<file path="src/central_difference_derivative_top_assert.svh">
// Assertion macros for the derivative block; clocked on clock, disabled in reset.
// Taken in by the files that assert; depends on nothing else.
`ifndef CENTRAL_DIFFERENCE_DERIVATIVE_TOP_ASSERT_SVH
`define CENTRAL_DIFFERENCE_DERIVATIVE_TOP_ASSERT_SVH

// same-cycle implication
`define CDD_ASSERT_NOW(label, ante, cons, msg) \
   label: assert property (@(posedge clock) disable iff (reset) (ante) |-> (cons)) \
      else $error(msg);

// next-cycle implication
`define CDD_ASSERT_NEXT(label, ante, cons, msg) \
   label: assert property (@(posedge clock) disable iff (reset) (ante) |=> (cons)) \
      else $error(msg);

`endif

</file>
<file path="src/cdd_pkg.sv">
// Shared types and defaults for the central-difference derivative block.
// Used by cdd_iter_unit and the top level; depends on nothing.
`timescale 1ns / 1ps

package cdd_pkg;

   localparam int CDD_WORD_BITS = 32;
   localparam int CDD_FRAC_BITS = 16;

   // operations of the shared add/subtract unit
   typedef enum logic [2:0] {
      OP_HOLD,
      OP_LOAD,
      OP_MUL,
      OP_DIV,
      OP_ABS
   } cdd_op_type;

   typedef struct packed {
      cdd_op_type op;
      logic       sub;
   } cdd_ctl_type;

endpackage

</file>
<file path="src/cdd_iter_unit.sv">
// Shared iterative datapath: one wide adder/subtractor driving shift-add
// multiply steps, restoring divide steps and an absolute-value step.
// Depends on cdd_pkg.
`timescale 1ns / 1ps

module cdd_iter_unit
   import cdd_pkg::*;
#(
   parameter int AW  = 129,
   parameter int MW  = 33,
   parameter int SHL = 33
) (
   input  logic          clock,
   input  cdd_ctl_type   ctl,
   input  logic [AW-1:0] r_ld,
   input  logic [AW-1:0] y_ld,
   input  logic [MW-1:0] m_ld,
   output logic [AW-1:0] r_out,
   output logic [MW-1:0] m_out,
   output logic          r_neg
);

   logic [AW-1:0] r_ff, r_in;
   logic [AW-1:0] y_ff, y_in;
   logic [MW-1:0] m_ff, m_in;
   logic [AW-1:0] op_a;
   logic [AW-1:0] op_b;
   logic          op_sub;
   logic [AW:0]   sum;
   logic          ge;

   always_comb begin
      case (ctl.op)
         OP_MUL: begin
            op_a   = r_ff;
            op_b   = y_ff;
            op_sub = ctl.sub;
         end
         OP_DIV: begin
            op_a   = r_ff;
            op_b   = y_ff;
            op_sub = 1'b1;
         end
         OP_ABS: begin
            op_a   = '0;
            op_b   = r_ff;
            op_sub = 1'b1;
         end
         default: begin
            op_a   = r_ff;
            op_b   = y_ff;
            op_sub = 1'b0;
         end
      endcase
   end

   assign sum = {1'b0, op_a} + ({1'b0, op_b} ^ {(AW+1){op_sub}}) + (AW+1)'(op_sub);
   // top bit of the extended difference is the borrow
   assign ge  = ~sum[AW];

   always_comb begin
      r_in = r_ff;
      y_in = y_ff;
      m_in = m_ff;
      case (ctl.op)
         OP_LOAD: begin
            r_in = r_ld;
            y_in = y_ld;
            m_in = m_ld;
         end
         OP_MUL: begin
            if (m_ff[0]) begin
               r_in = sum[AW-1:0];
            end
            y_in = y_ff << 1;
            m_in = m_ff >> 1;
         end
         OP_DIV: begin
            if (ge) begin
               r_in = sum[AW-1:0];
            end
            y_in = y_ff >> 1;
            m_in = {m_ff[MW-2:0], ge};
         end
         OP_ABS: begin
            r_in = (r_ff[AW-1] ? sum[AW-1:0] : r_ff) << SHL;
            y_in = y_ld;
            m_in = m_ld;
         end
         default: begin
         end
      endcase
   end

   always_ff @(posedge clock) begin
      r_ff <= r_in;
      y_ff <= y_in;
      m_ff <= m_in;
   end

   assign r_out = r_ff;
   assign m_out = m_ff;
   assign r_neg = r_ff[AW-1];

endmodule

</file>
<file path="src/central_difference_derivative_top.sv">
// Top level of the central-difference derivative block: sample window,
// sequencer and result register around the shared unit cdd_iter_unit.
// Depends on cdd_pkg and central_difference_derivative_top_assert.svh.
//
//   channel | direction | handshake          | payload
//   req_    | in        | req_valid/req_stall | sample_time, sample_position,
//           |           |                    |   first_of_series
//   rsp_    | out       | rsp_valid/rsp_stall | mid_time, mid_position, velocity,
//           |           |                    |   acceleration, span_error, saturated
//
// A sample that restarts or fills the window leaves the block idle and yields nothing.
// A full-window sample with a bad time step goes straight to the result write.
// Otherwise the work is four shift-add products and two restoring divisions,
// one step per cycle through the one shared adder.
// req_stall is high from the transfer until the result enters the output
// register; a held result stalls only the final write. Synchronous reset.
`timescale 1ns / 1ps
`include "central_difference_derivative_top_assert.svh"

module central_difference_derivative_top
   import cdd_pkg::*;
#(
   parameter int WORD_BITS = CDD_WORD_BITS,
   parameter int FRAC_BITS = CDD_FRAC_BITS
) (
   input  logic                        clock,
   input  logic                        reset,
   input  logic                        req_valid,
   output logic                        req_stall,
   input  logic signed [WORD_BITS-1:0] req_sample_time,
   input  logic signed [WORD_BITS-1:0] req_sample_position,
   input  logic                        req_first_of_series,
   output logic                        rsp_valid,
   input  logic                        rsp_stall,
   output logic signed [WORD_BITS-1:0] rsp_mid_time,
   output logic signed [WORD_BITS-1:0] rsp_mid_position,
   output logic signed [WORD_BITS-1:0] rsp_velocity,
   output logic signed [WORD_BITS-1:0] rsp_acceleration,
   output logic                        rsp_span_error,
   output logic                        rsp_saturated
);

   localparam int W    = WORD_BITS;
   localparam int MW   = W + 1;
   localparam int NUMW = 2 * W + 2 * FRAC_BITS + 3;
   localparam int DIVW = 4 * W + 1;
   localparam int AW   = (NUMW > DIVW) ? NUMW : DIVW;
   localparam int DENW = 3 * W + 1;
   localparam int CW   = $clog2(MW);
   localparam int SHL  = 2 * FRAC_BITS + 1;

   localparam logic [3:0] S_IDLE = 4'd0;
   localparam logic [3:0] S_DEN1 = 4'd1;
   localparam logic [3:0] S_LDD2 = 4'd2;
   localparam logic [3:0] S_DEN2 = 4'd3;
   localparam logic [3:0] S_LDN1 = 4'd4;
   localparam logic [3:0] S_NUM1 = 4'd5;
   localparam logic [3:0] S_LDN2 = 4'd6;
   localparam logic [3:0] S_NUM2 = 4'd7;
   localparam logic [3:0] S_LDA  = 4'd8;
   localparam logic [3:0] S_DIVA = 4'd9;
   localparam logic [3:0] S_LDV  = 4'd10;
   localparam logic [3:0] S_DIVV = 4'd11;
   localparam logic [3:0] S_DONE = 4'd12;

   localparam logic [1:0] FILL_EMPTY = 2'd0;
   localparam logic [1:0] FILL_ONE   = 2'd1;
   localparam logic [1:0] FILL_TWO   = 2'd2;

   localparam logic [CW-1:0] STEPS_LAST = CW'(W);

   function automatic logic [W:0] mag_of(input logic [W:0] x);
      mag_of = x[W] ? (~x + 1'b1) : x;
   endfunction

   // returns {clipped, two's complement value}
   function automatic logic [W:0] sat_of(input logic [W:0] q, input logic neg);
      logic [W:0] lim;
      logic [W:0] m;
      logic       clip;
      lim    = {2'b00, {(W-1){1'b1}}} + {{W{1'b0}}, neg};
      clip   = q > lim;
      m      = clip ? lim : q;
      sat_of = {clip, neg ? (~m[W-1:0] + 1'b1) : m[W-1:0]};
   endfunction

   logic [3:0]    state_ff, state_in;
   logic [CW-1:0] cnt_ff, cnt_in;
   logic [1:0]    fill_ff, fill_in;
   logic [W-1:0]  older_time_ff, older_time_in;
   logic [W-1:0]  older_pos_ff, older_pos_in;
   logic [W-1:0]  mid_time_ff, mid_time_in;
   logic [W-1:0]  mid_pos_ff, mid_pos_in;
   logic [W-1:0]  hold_time_ff, hold_time_in;
   logic [W-1:0]  hold_pos_ff, hold_pos_in;
   logic [W:0]    dt1_ff, dt1_in;
   logic [W:0]    dt2_ff, dt2_in;
   logic [W:0]    dts_ff, dts_in;
   logic [W:0]    dp1_ff, dp1_in;
   logic [W:0]    dp2_ff, dp2_in;
   logic [W:0]    dps_ff, dps_in;
   logic          err_ff, err_in;
   logic          neg_ff, neg_in;
   logic [W-1:0]  acc_ff, acc_in;
   logic          acc_clip_ff, acc_clip_in;
   logic [DENW-1:0] den_ff, den_in;
   logic          rsp_valid_ff, rsp_valid_in;
   logic [W-1:0]  rsp_time_ff, rsp_time_in;
   logic [W-1:0]  rsp_pos_ff, rsp_pos_in;
   logic [W-1:0]  rsp_vel_ff, rsp_vel_in;
   logic [W-1:0]  rsp_acc_ff, rsp_acc_in;
   logic          rsp_err_ff, rsp_err_in;
   logic          rsp_sat_ff, rsp_sat_in;

   logic          req_xfer;
   logic          restart;
   logic [W:0]    in_dt1, in_dt2, in_dts, in_dp1, in_dp2, in_dps;
   logic          in_err;
   logic [W:0]    vel_sat;
   logic [W:0]    acc_sat;

   cdd_ctl_type   ctl;
   logic [AW-1:0] r_ld, y_ld, r_out;
   logic [MW-1:0] m_ld, m_out;
   logic          r_neg;

   cdd_iter_unit #(
      .AW  (AW),
      .MW  (MW),
      .SHL (SHL)
   ) u_unit (
      .clock (clock),
      .ctl   (ctl),
      .r_ld  (r_ld),
      .y_ld  (y_ld),
      .m_ld  (m_ld),
      .r_out (r_out),
      .m_out (m_out),
      .r_neg (r_neg)
   );

   assign req_stall = (state_ff != S_IDLE);
   assign req_xfer  = req_valid && !req_stall;
   assign restart   = req_first_of_series || (fill_ff == FILL_EMPTY);

   assign in_dt1 = {mid_time_ff[W-1], mid_time_ff} - {older_time_ff[W-1], older_time_ff};
   assign in_dt2 = {req_sample_time[W-1], req_sample_time} - {mid_time_ff[W-1], mid_time_ff};
   assign in_dts = {req_sample_time[W-1], req_sample_time}
                 - {older_time_ff[W-1], older_time_ff};
   assign in_dp1 = {mid_pos_ff[W-1], mid_pos_ff} - {older_pos_ff[W-1], older_pos_ff};
   assign in_dp2 = {req_sample_position[W-1], req_sample_position}
                 - {mid_pos_ff[W-1], mid_pos_ff};
   assign in_dps = {req_sample_position[W-1], req_sample_position}
                 - {older_pos_ff[W-1], older_pos_ff};
   assign in_err = in_dt1[W] || (in_dt1 == '0) || in_dt2[W] || (in_dt2 == '0);

   always_comb begin
      state_in      = state_ff;
      cnt_in        = cnt_ff;
      fill_in       = fill_ff;
      older_time_in = older_time_ff;
      older_pos_in  = older_pos_ff;
      mid_time_in   = mid_time_ff;
      mid_pos_in    = mid_pos_ff;
      hold_time_in  = hold_time_ff;
      hold_pos_in   = hold_pos_ff;
      dt1_in        = dt1_ff;
      dt2_in        = dt2_ff;
      dts_in        = dts_ff;
      dp1_in        = dp1_ff;
      dp2_in        = dp2_ff;
      dps_in        = dps_ff;
      err_in        = err_ff;
      neg_in        = neg_ff;
      acc_in        = acc_ff;
      acc_clip_in   = acc_clip_ff;
      den_in        = den_ff;
      rsp_valid_in  = rsp_valid_ff && rsp_stall;
      rsp_time_in   = rsp_time_ff;
      rsp_pos_in    = rsp_pos_ff;
      rsp_vel_in    = rsp_vel_ff;
      rsp_acc_in    = rsp_acc_ff;
      rsp_err_in    = rsp_err_ff;
      rsp_sat_in    = rsp_sat_ff;
      ctl.op        = OP_HOLD;
      ctl.sub       = 1'b0;
      r_ld          = '0;
      y_ld          = '0;
      m_ld          = '0;
      vel_sat       = sat_of(m_out, neg_ff);
      acc_sat       = sat_of(m_out, neg_ff);

      case (state_ff)
         S_IDLE: begin
            if (req_xfer) begin
               mid_time_in = req_sample_time;
               mid_pos_in  = req_sample_position;
               if (restart) begin
                  fill_in = FILL_ONE;
               end else begin
                  older_time_in = mid_time_ff;
                  older_pos_in  = mid_pos_ff;
                  fill_in       = FILL_TWO;
                  if (fill_ff[1]) begin
                     hold_time_in = mid_time_ff;
                     hold_pos_in  = mid_pos_ff;
                     dt1_in       = in_dt1;
                     dt2_in       = in_dt2;
                     dts_in       = in_dts;
                     dp1_in       = in_dp1;
                     dp2_in       = in_dp2;
                     dps_in       = in_dps;
                     err_in       = in_err;
                     if (in_err) begin
                        state_in = S_DONE;
                     end else begin
                        // start dt1 * dt2
                        state_in = S_DEN1;
                        cnt_in   = STEPS_LAST;
                        ctl.op   = OP_LOAD;
                        y_ld     = {{(AW-W){1'b0}}, in_dt1[W-1:0]};
                        m_ld     = in_dt2;
                     end
                  end
               end
            end
         end
         S_DEN1: begin
            ctl.op = OP_MUL;
            if (cnt_ff == '0) begin
               state_in = S_LDD2;
            end else begin
               cnt_in = cnt_ff - 1'b1;
            end
         end
         S_LDD2: begin
            ctl.op   = OP_LOAD;
            y_ld     = r_out;
            m_ld     = dts_ff;
            state_in = S_DEN2;
            cnt_in   = STEPS_LAST;
         end
         S_DEN2: begin
            ctl.op = OP_MUL;
            if (cnt_ff == '0) begin
               state_in = S_LDN1;
            end else begin
               cnt_in = cnt_ff - 1'b1;
            end
         end
         S_LDN1: begin
            den_in   = r_out[DENW-1:0];
            ctl.op   = OP_LOAD;
            y_ld     = {{(AW-W){1'b0}}, dt1_ff[W-1:0]};
            m_ld     = mag_of(dp2_ff);
            state_in = S_NUM1;
            cnt_in   = STEPS_LAST;
         end
         S_NUM1: begin
            ctl.op  = OP_MUL;
            ctl.sub = dp2_ff[W];
            if (cnt_ff == '0) begin
               state_in = S_LDN2;
            end else begin
               cnt_in = cnt_ff - 1'b1;
            end
         end
         S_LDN2: begin
            // keep the running sum, bring in dt2 * |dp1|
            ctl.op   = OP_LOAD;
            r_ld     = r_out;
            y_ld     = {{(AW-W){1'b0}}, dt2_ff[W-1:0]};
            m_ld     = mag_of(dp1_ff);
            state_in = S_NUM2;
            cnt_in   = STEPS_LAST;
         end
         S_NUM2: begin
            ctl.op  = OP_MUL;
            ctl.sub = ~dp1_ff[W];
            if (cnt_ff == '0) begin
               state_in = S_LDA;
            end else begin
               cnt_in = cnt_ff - 1'b1;
            end
         end
         S_LDA: begin
            ctl.op   = OP_ABS;
            y_ld     = {{(AW-DENW){1'b0}}, den_ff} << W;
            neg_in   = r_neg;
            state_in = S_DIVA;
            cnt_in   = STEPS_LAST;
         end
         S_DIVA: begin
            ctl.op = OP_DIV;
            if (cnt_ff == '0) begin
               state_in = S_LDV;
            end else begin
               cnt_in = cnt_ff - 1'b1;
            end
         end
         S_LDV: begin
            acc_clip_in = acc_sat[W];
            acc_in      = acc_sat[W-1:0];
            neg_in      = dps_ff[W];
            ctl.op      = OP_LOAD;
            r_ld        = {{(AW-MW){1'b0}}, mag_of(dps_ff)} << FRAC_BITS;
            y_ld        = {{(AW-MW){1'b0}}, dts_ff} << W;
            state_in    = S_DIVV;
            cnt_in      = STEPS_LAST;
         end
         S_DIVV: begin
            ctl.op = OP_DIV;
            if (cnt_ff == '0) begin
               state_in = S_DONE;
            end else begin
               cnt_in = cnt_ff - 1'b1;
            end
         end
         S_DONE: begin
            // write only when the output register is free or draining
            if (!rsp_valid_ff || !rsp_stall) begin
               rsp_valid_in = 1'b1;
               rsp_time_in  = hold_time_ff;
               rsp_pos_in   = hold_pos_ff;
               rsp_err_in   = err_ff;
               if (err_ff) begin
                  rsp_vel_in = '0;
                  rsp_acc_in = '0;
                  rsp_sat_in = 1'b0;
               end else begin
                  rsp_vel_in = vel_sat[W-1:0];
                  rsp_acc_in = acc_ff;
                  rsp_sat_in = vel_sat[W] || acc_clip_ff;
               end
               state_in = S_IDLE;
            end
         end
         default: begin
            state_in = S_IDLE;
         end
      endcase
   end

   always_ff @(posedge clock) begin
      if (reset) begin
         state_ff      <= S_IDLE;
         cnt_ff        <= '0;
         fill_ff       <= FILL_EMPTY;
         older_time_ff <= '0;
         older_pos_ff  <= '0;
         mid_time_ff   <= '0;
         mid_pos_ff    <= '0;
         rsp_valid_ff  <= 1'b0;
      end else begin
         state_ff      <= state_in;
         cnt_ff        <= cnt_in;
         fill_ff       <= fill_in;
         older_time_ff <= older_time_in;
         older_pos_ff  <= older_pos_in;
         mid_time_ff   <= mid_time_in;
         mid_pos_ff    <= mid_pos_in;
         rsp_valid_ff  <= rsp_valid_in;
      end
   end

   always_ff @(posedge clock) begin
      hold_time_ff <= hold_time_in;
      hold_pos_ff  <= hold_pos_in;
      dt1_ff       <= dt1_in;
      dt2_ff       <= dt2_in;
      dts_ff       <= dts_in;
      dp1_ff       <= dp1_in;
      dp2_ff       <= dp2_in;
      dps_ff       <= dps_in;
      err_ff       <= err_in;
      neg_ff       <= neg_in;
      acc_ff       <= acc_in;
      acc_clip_ff  <= acc_clip_in;
      den_ff       <= den_in;
      rsp_time_ff  <= rsp_time_in;
      rsp_pos_ff   <= rsp_pos_in;
      rsp_vel_ff   <= rsp_vel_in;
      rsp_acc_ff   <= rsp_acc_in;
      rsp_err_ff   <= rsp_err_in;
      rsp_sat_ff   <= rsp_sat_in;
   end

   assign rsp_valid        = rsp_valid_ff;
   assign rsp_mid_time     = rsp_time_ff;
   assign rsp_mid_position = rsp_pos_ff;
   assign rsp_velocity     = rsp_vel_ff;
   assign rsp_acceleration = rsp_acc_ff;
   assign rsp_span_error   = rsp_err_ff;
   assign rsp_saturated    = rsp_sat_ff;

   `CDD_ASSERT_NEXT(a_full_starts_work, req_xfer && fill_ff[1] && !req_first_of_series, state_ff != S_IDLE, "full window transfer did not start work")
   `CDD_ASSERT_NOW(a_err_zero_rates, rsp_valid && rsp_span_error, rsp_velocity == '0 && rsp_acceleration == '0 && !rsp_saturated, "span error result carries rates")
   `CDD_ASSERT_NEXT(a_divv_to_done, state_ff == S_DIVV && cnt_ff == '0, state_ff == S_DONE, "velocity division did not finish")
   `CDD_ASSERT_NOW(a_fill_code, 1'b1, !(fill_ff[1] && fill_ff[0]), "window fill reached unused code")

endmodule
</file>
<file path="config.mk">
export PLATFORM = sky130hd
export DESIGN_NAME = central_difference_derivative_top
export DESIGN_NICKNAME = d
export VERILOG_FILES = /design/src/cdd_pkg.sv /design/src/cdd_iter_unit.sv /design/src/central_difference_derivative_top.sv
export VERILOG_INCLUDE_DIRS = /design/src /design/src/src
export SDC_FILE = /design/constraint.sdc
export NUM_CORES = 2
export LEC_CHECK = 0
export BUFFER_PORTS_ARGS = -buffer_cell sky130_fd_sc_hd__buf_2
export CORE_MARGIN = 2
export CORE_UTILIZATION = 40
export DETAILED_ROUTE_END_ITERATION = 10
export HOLD_SLACK_MARGIN = 0.12
export PLACE_DENSITY = 0.65
export SLEW_MARGIN = 5
export SYNTH_ARGS = -nofsm -noshare
export SYNTH_HDL_FRONTEND = slang
export SYNTH_SLANG_ARGS = --single-unit
</file>
<file path="constraint.sdc">
create_clock -name clock -period 66.1 [get_ports clock]
set_input_delay 16.525 -clock clock [delete_from_list [all_inputs] [get_ports clock]]
set_output_delay 16.525 -clock clock [all_outputs]
set_load 0.1 [all_outputs]
</file>
# After elaboration in Yosys (flattened, before gate mapping)
# Index checks and enable logic that the tools add are counted.
# classes
eq_ne	31
n_lt_le_gt_ge	1
n_bitwise	8
muxes	53
n_addsub	14
reduce_logical	35
# op_table
cell	n
129-bit case mux with 6 select lines	1
129-bit two-way mux	4
129-bit case mux with 4 select lines	1
129-bit case mux with 3 select lines	1
129-bit case mux with 2 select lines	1
33-bit two-way mux	7
32-bit by 32-bit subtractor with 33-bit output	6
32-bit two-way mux	6
33-bit case mux with 4 select lines	1
129-bit by 130-bit adder with 130-bit output	1
130-bit by 1-bit adder with 130-bit output	1
129-bit by 130-bit XOR with 130-bit output	1
33-bit by 1-bit adder with 33-bit output (second input constant)	3
33-bit inverter	3
33-bit case mux with 3 select lines	1
96-bit two-way mux	1
33-bit logical NOT	2
4-bit case mux with 13 select lines	1
4-bit two-way mux	11
33-bit by 32-bit greater-than comparator with 1-bit output	1
31-bit by 1-bit adder with 32-bit output (first input constant)	1
32-bit by 1-bit adder with 32-bit output (second input constant)	1
32-bit inverter	1
6-bit two-way mux	5
34 further kinds	80
# word_totals
elab_cells	172
ff_bits	954
output_inout_bits	132

# Longest topological paths before layout
# depth
depth_word	18
mapped_depth	27

# By module
# From an unflattened synthesis, not the netlist that was laid out.
# hier_totals
hier_cells	7746
hier_area_um2	69105.0
# modules_own_cells
mod	seq_area_each_um2	area_each_um2	cells_per_inst	n_inst
central_difference_derivative_top	18497.7	38647.1	3861	1
cdd_iter_unit	8738.4	30458.0	3885	1

# Worst setup path after synthesis
# OpenSTA, ideal clock, no wires.
# synth_path
path_type	input port to flip-flop
from	input port req_valid
to	register u_unit.r_ff[0], in the netlist u_unit.r_out[0], enable pin
path_buffers	1
required_time_ns	65.251
cell_stages	8
setup_slack_ns	31.592
arrival_ns	33.659
path_cell_list	nand2_1 -> nor3_1 -> and2_1 -> and2_1 -> and2_1 -> buf_2 -> nor3_1 -> a311oi_1
# synth_between
elab_chain_cells	11
elab_cells_between_ends	19
classes_between	add/sub (2); eq/ne (7); mux (5); bitwise (1); reduce/logical (4)
# synth_lines
item	line	source
start, declared	central_difference_derivative_top.sv:28	input logic req_valid,
1-bit logical AND (*)	central_difference_derivative_top.sv:143	assign req_xfer = req_valid && !req_stall;
1-bit two-way mux (*)	central_difference_derivative_top.sv:195	if (req_xfer) begin
3-bit case mux with 5 select lines (*)	central_difference_derivative_top.sv:193	case (state_ff)
3-bit equality test / 3-bit by 2-bit equality test with 1-bit output (equally long branches)	cdd_iter_unit.sv:33, cdd_iter_unit.sv:65	
2-bit OR reduction (no line)	-	
1-bit case mux with 2 select lines	cdd_iter_unit.sv:33	case (ctl.op)
129-bit by 130-bit XOR with 130-bit output	cdd_iter_unit.sv:57	assign sum = {1'b0, op_a} + ({1'b0, op_b} ^ {(AW+1){op_sub}}) + (AW+1)'(op_sub);
129-bit by 130-bit adder with 130-bit output	cdd_iter_unit.sv:57	
130-bit by 1-bit adder with 130-bit output	cdd_iter_unit.sv:57	
2-bit != test (no line)	-	
4-bit AND reduction (no line) (*)	-	
end signal, assigned	cdd_iter_unit.sv:96	r_ff <= r_in;
end, declared	cdd_iter_unit.sv:23	logic [AW-1:0] r_ff, r_in;
# Every way passes the cells marked *; elsewhere a longest branch is shown, timed or not.
# A chain may end at the register's enable or synchronous reset.

# Final worst setup path
# layout_path
from	input port req_sample_time[0]
to	register u_unit.r_ff[112], in the netlist u_unit.r_out[112], enable pin
# layout_between
elab_chain_cells	16
elab_cells_between_ends	25
classes_between	add/sub (3); eq/ne (7); mux (8); bitwise (1); reduce/logical (6)
# layout_lines
item	line	source
start, declared	central_difference_derivative_top.sv:30	input logic signed [WORD_BITS-1:0] req_sample_time,
32-bit by 32-bit subtractor with 33-bit output (*)	central_difference_derivative_top.sv:147	assign in_dt2 = {req_sample_time[W-1], req_sample_time} - {mid_time_ff[W-1], mid_time_ff};
33-bit logical NOT / 1-bit logical OR (equally long branches)	central_difference_derivative_top.sv:155	assign in_err = in_dt1[W] || (in_dt1 == '0) || in_dt2[W] || (in_dt2 == '0);
1-bit logical OR (*)	central_difference_derivative_top.sv:155	
1-bit two-way mux (*)	central_difference_derivative_top.sv:214	if (in_err) begin
1-bit two-way mux (*)	central_difference_derivative_top.sv:204	if (fill_ff[1]) begin
1-bit two-way mux (*)	central_difference_derivative_top.sv:198	if (restart) begin
1-bit two-way mux (*)	central_difference_derivative_top.sv:195	
3-bit case mux with 5 select lines (*)	central_difference_derivative_top.sv:193	
3-bit equality test / 3-bit by 2-bit equality test with 1-bit output (equally long branches)	cdd_iter_unit.sv:33, cdd_iter_unit.sv:65	
2-bit OR reduction (no line)	-	
1-bit case mux with 2 select lines	cdd_iter_unit.sv:33	
129-bit by 130-bit XOR with 130-bit output	cdd_iter_unit.sv:57	
129-bit by 130-bit adder with 130-bit output	cdd_iter_unit.sv:57	
130-bit by 1-bit adder with 130-bit output	cdd_iter_unit.sv:57	
2-bit != test (no line)	-	
4-bit AND reduction (no line) (*)	-	
# Marks and branches as above.

==> results.yml <==
run_status:
  status: "complete, but fails checks"
  violations: "design-rule violations"
place:
  place_congestion: 0.9738
  portBuffers: 200
  dpl-instance-area_um2: 64060
  pre_cts_slack_ns: 43.31
  hpwl_um: 156600
timing:
  rsz0062_at_grt: "no"
  max_freq_ghz: 0.04510
  finalCritPeriodShare_pct: 33.54
  hold_viol: 0
  worst-slew-pin-transition_ns: 1.407
  relSlewSlack_pct: 6.220
  post-route-min-period_ns: 22.17
  setup_violations: 0
  slew_violations: 0
  fin_ws_ns: 43.93
  finClkSkew_ns: 0.05337
  tns_ns: 0
yosys:
  ys_seq_area_share_pct: 44.52
  synth_cell_type_count: 82
  synth_enable_flop_cells: 813
  synthesis.area_um2: 61170
  yosys_warnings: 0
  async_flop_share_pct: 0
  synth_ff_type: "edfxtp_1"
  syn_nets: 6761
  syn-instance-count: 6327
  ys_seq_elements: 954
  synth_area_per_cell_um2: 9.669
finish:
  ff_latch_area_um2: 27240
  num-nets-final: 6778
  multi_input_area_um2: 31580
  fillers: 14401
  drive_above_1_share_pct: 7.849
  finalCoreUtilization_pct: 44.62
  fin_area_um2: 67780
  area_growth_pct: 10.79
cts:
  hold_buffers: 0
  cts.sinks: 954
  cts_setup_buffers: 0
  numCtsBuffers: 105
  cts_resized: 0
  clk_pin_slew_ns: 0.06
  clock_latency_ns: 0.76
  clockBufferDepth: 3
  htree_num_levels: 3
  cts_tree: "done"
  root_buffer: "clkbuf_16"
die:
  fp.dieArea_um2: 156100
  fp.coreArea_um2: 151900
  start_util_pct: 40.27
  die_x_um: 395.1
  dieHeight_um: 395.1
  pin_count: 201
  num_rows: 143
detailed_routing:
  avgViaCountPerCell: 6.033
  routed_wl_um: 211200
  num_vias: 51090
  ant_nets: 0
  wire_per_inst_um: 24.95
  drc: 9
  drt_iter0_drc: 5788
  first_pass_iters: 11
global_route:
  grt_overflow: 0
  first_global_vias: 48760
  grt_max_degree: 163
  grt_pass1_wl_um: 312600
  track_usage_pct: 26.11
  antenna_found_initial: 10
min_path:
  hold_path_class: "reg -> reg"
worst_setup_path:
  crit_arrival_ns: 22.52
  endpoint_kind: "register"
  criticalPathCategory: "in -> reg"
  cp_max_fo: 70
  start_kind: "primary input"
  cp_data_required_time_ns: 66.45
pwr:
  peakVddDrop_mv: 0.01992
  p_total_mw: 1.723
  leakage_nw: 25.36
  p_seq_share_pct: 41.6
  p_clk_share_pct: 36.5
  p_int_mw: 1.192
  netSwitchingFraction_pct: 30.81
  p_comb_share_pct: 21.9
  power.density_nw_per_um2: 25.41
  net-switching-power_mw: 0.5307
job:
  max_cap_viol_count: 0
## worst paths after layout
kind                            slack (ns)                       endpoint                     start  cells past startpoint
worst max-delay path                 43.93    u_unit.r_out[112]$_DFFE_PP_        req_sample_time[0]                     21
worst min-delay path                  0.41  rsp_mid_position[7]$_DFFE_PP_  hold_pos_ff[7]$_DFFE_PP_                      0
worst max register to register       55.66    u_unit.r_out[112]$_DFFE_PP_  state_ff[3]$_SDFFE_PP0P_                     23
worst min register to register        0.41  rsp_mid_position[7]$_DFFE_PP_  hold_pos_ff[7]$_DFFE_PP_                      0
## cell families after synthesis
logic type | count (synthesis) | synth area share [%]
compound gates | 1959 | 21.46
xor+xnor | 502 | 7.187
fa+ha+maj | 365 | 7.551
buf+inv | 658 | 4.097
flops | 954 | 44.52
mux | 60 | 0.9838
simple gates | 1829 | 14.20
## critical path, cell delays in order
cell and delay, ns:
buf_2 0.10, inv_1 0.06, ha_1 0.22, fa_1 0.41, nor2b_1 0.19, o31ai_2 0.10
a21oi_1 0.26, o2bb2ai_1 0.22, o2bb2ai_1 0.24, a211oi_1 0.27, o41ai_1 0.41, a21oi_1 0.15
nor2b_1 0.14, nor4_1 0.05, nor4_1 0.50, and2_1 0.34, and2_2 0.25, nor3_1 0.09
a311oi_4 0.20, buf_4 0.86, buf_4 0.84
## placed cells by master (no fill, tap or decap), types with 91 or more instances in the layout
cell type	n
edfxtp_1	813
nand2_1	736
a21oi_1	508
o21ai_0	438
ha_1	358
xnor2_1	349
nor2_1	296
inv_1	292
nor2b_1	237
buf_2	199
xor2_1	153
a21o_1	151
dfxtp_1	141
clkbuf_16	111
a221o_1	110
nand3_1	106
a222oi_1	91
## sequential cells by signal, summed over array words and instances, names as in the netlist, 33 cells and up
name / count
den_ff: 97
dts_ff: 33
dp1_ff: 33
dp2_ff: 33
dps_ff: 33
u_unit.m_out: 33
u_unit.r_out: 129
u_unit.y_ff: 129
## layout make-up
type	count	area share (%)
Sequential cell	954	40.18
Antenna cell	4	0.01477
Multi-Input combinational cell	4715	46.59
Timing Repair Buffer	271	2.341
Inverter	297	1.652
Tap cell	2030	3.747
Clock inverter	55	1.010
Clock buffer	142	4.462
## synth_stat cells (all sizes together), types with 25 or more instances
master,number,area [µm²]
o21a,65,488.0
a21o,151,1134
o21ai,442,2212
o21bai,57,427.9
o211ai,26,195.2
buf,49,220.2
nor2b,237,1483
xor2,153,1340
and2,35,219.0
nand3,106,530.5
clkbuf,312,1171
edfxtp,813,24410
or3,46,287.8
a22o,74,648.1
a31oi,31,193.9
xnor2,349,3057
a22oi,44,330.3
inv,295,1107
nand2,740,2778
o22ai,59,369.1
o31ai,48,379.1
dfxtp,141,2823
mux2i,59,590.6
a211o,37,324.1
nand4,69,431.7
and3,52,325.3
ha,358,4479
a221o,110,1101
o41ai,28,245.2
nor3,92,460.4
a222oi,91,910.9
nand2b,54,337.8
a21boi,25,187.7
nor4,31,193.9
a21oi,510,2552
nor2,296,1111
## per-stage QoR
| step | instances | hold slack, ns |
|---|---|---|
| after floorplan | 6327 | 0.4003 |
| after global placement | 8267 | 0.4013 |
| after detailed placement | 8267 | 0.4045 |
| after CTS | 8464 | 0.4080 |
| after global routing | 8464 | 0.4195 |
| final | 8468 | 0.4086 |
## per-layer routing
layer	track usage [%]	part of all wire (%)
met1	33.51	41
met2	42.13	46
met3	5.479	8.3
met4	11.85	5.2
met5	0.5850	0.079
## power by group through the flow
stage	Clock, mW	Sequential, mW	Combinational [mW]
after floorplan	0	0.720	0.258
after global placement	0	0.728	0.364
after detailed placement	0	0.728	0.369
after CTS	0.637	0.716	0.371
after global routing	0.658	0.718	0.408
final	0.628	0.717	0.377
Note: power is estimated with default switching activity, not from simulation.
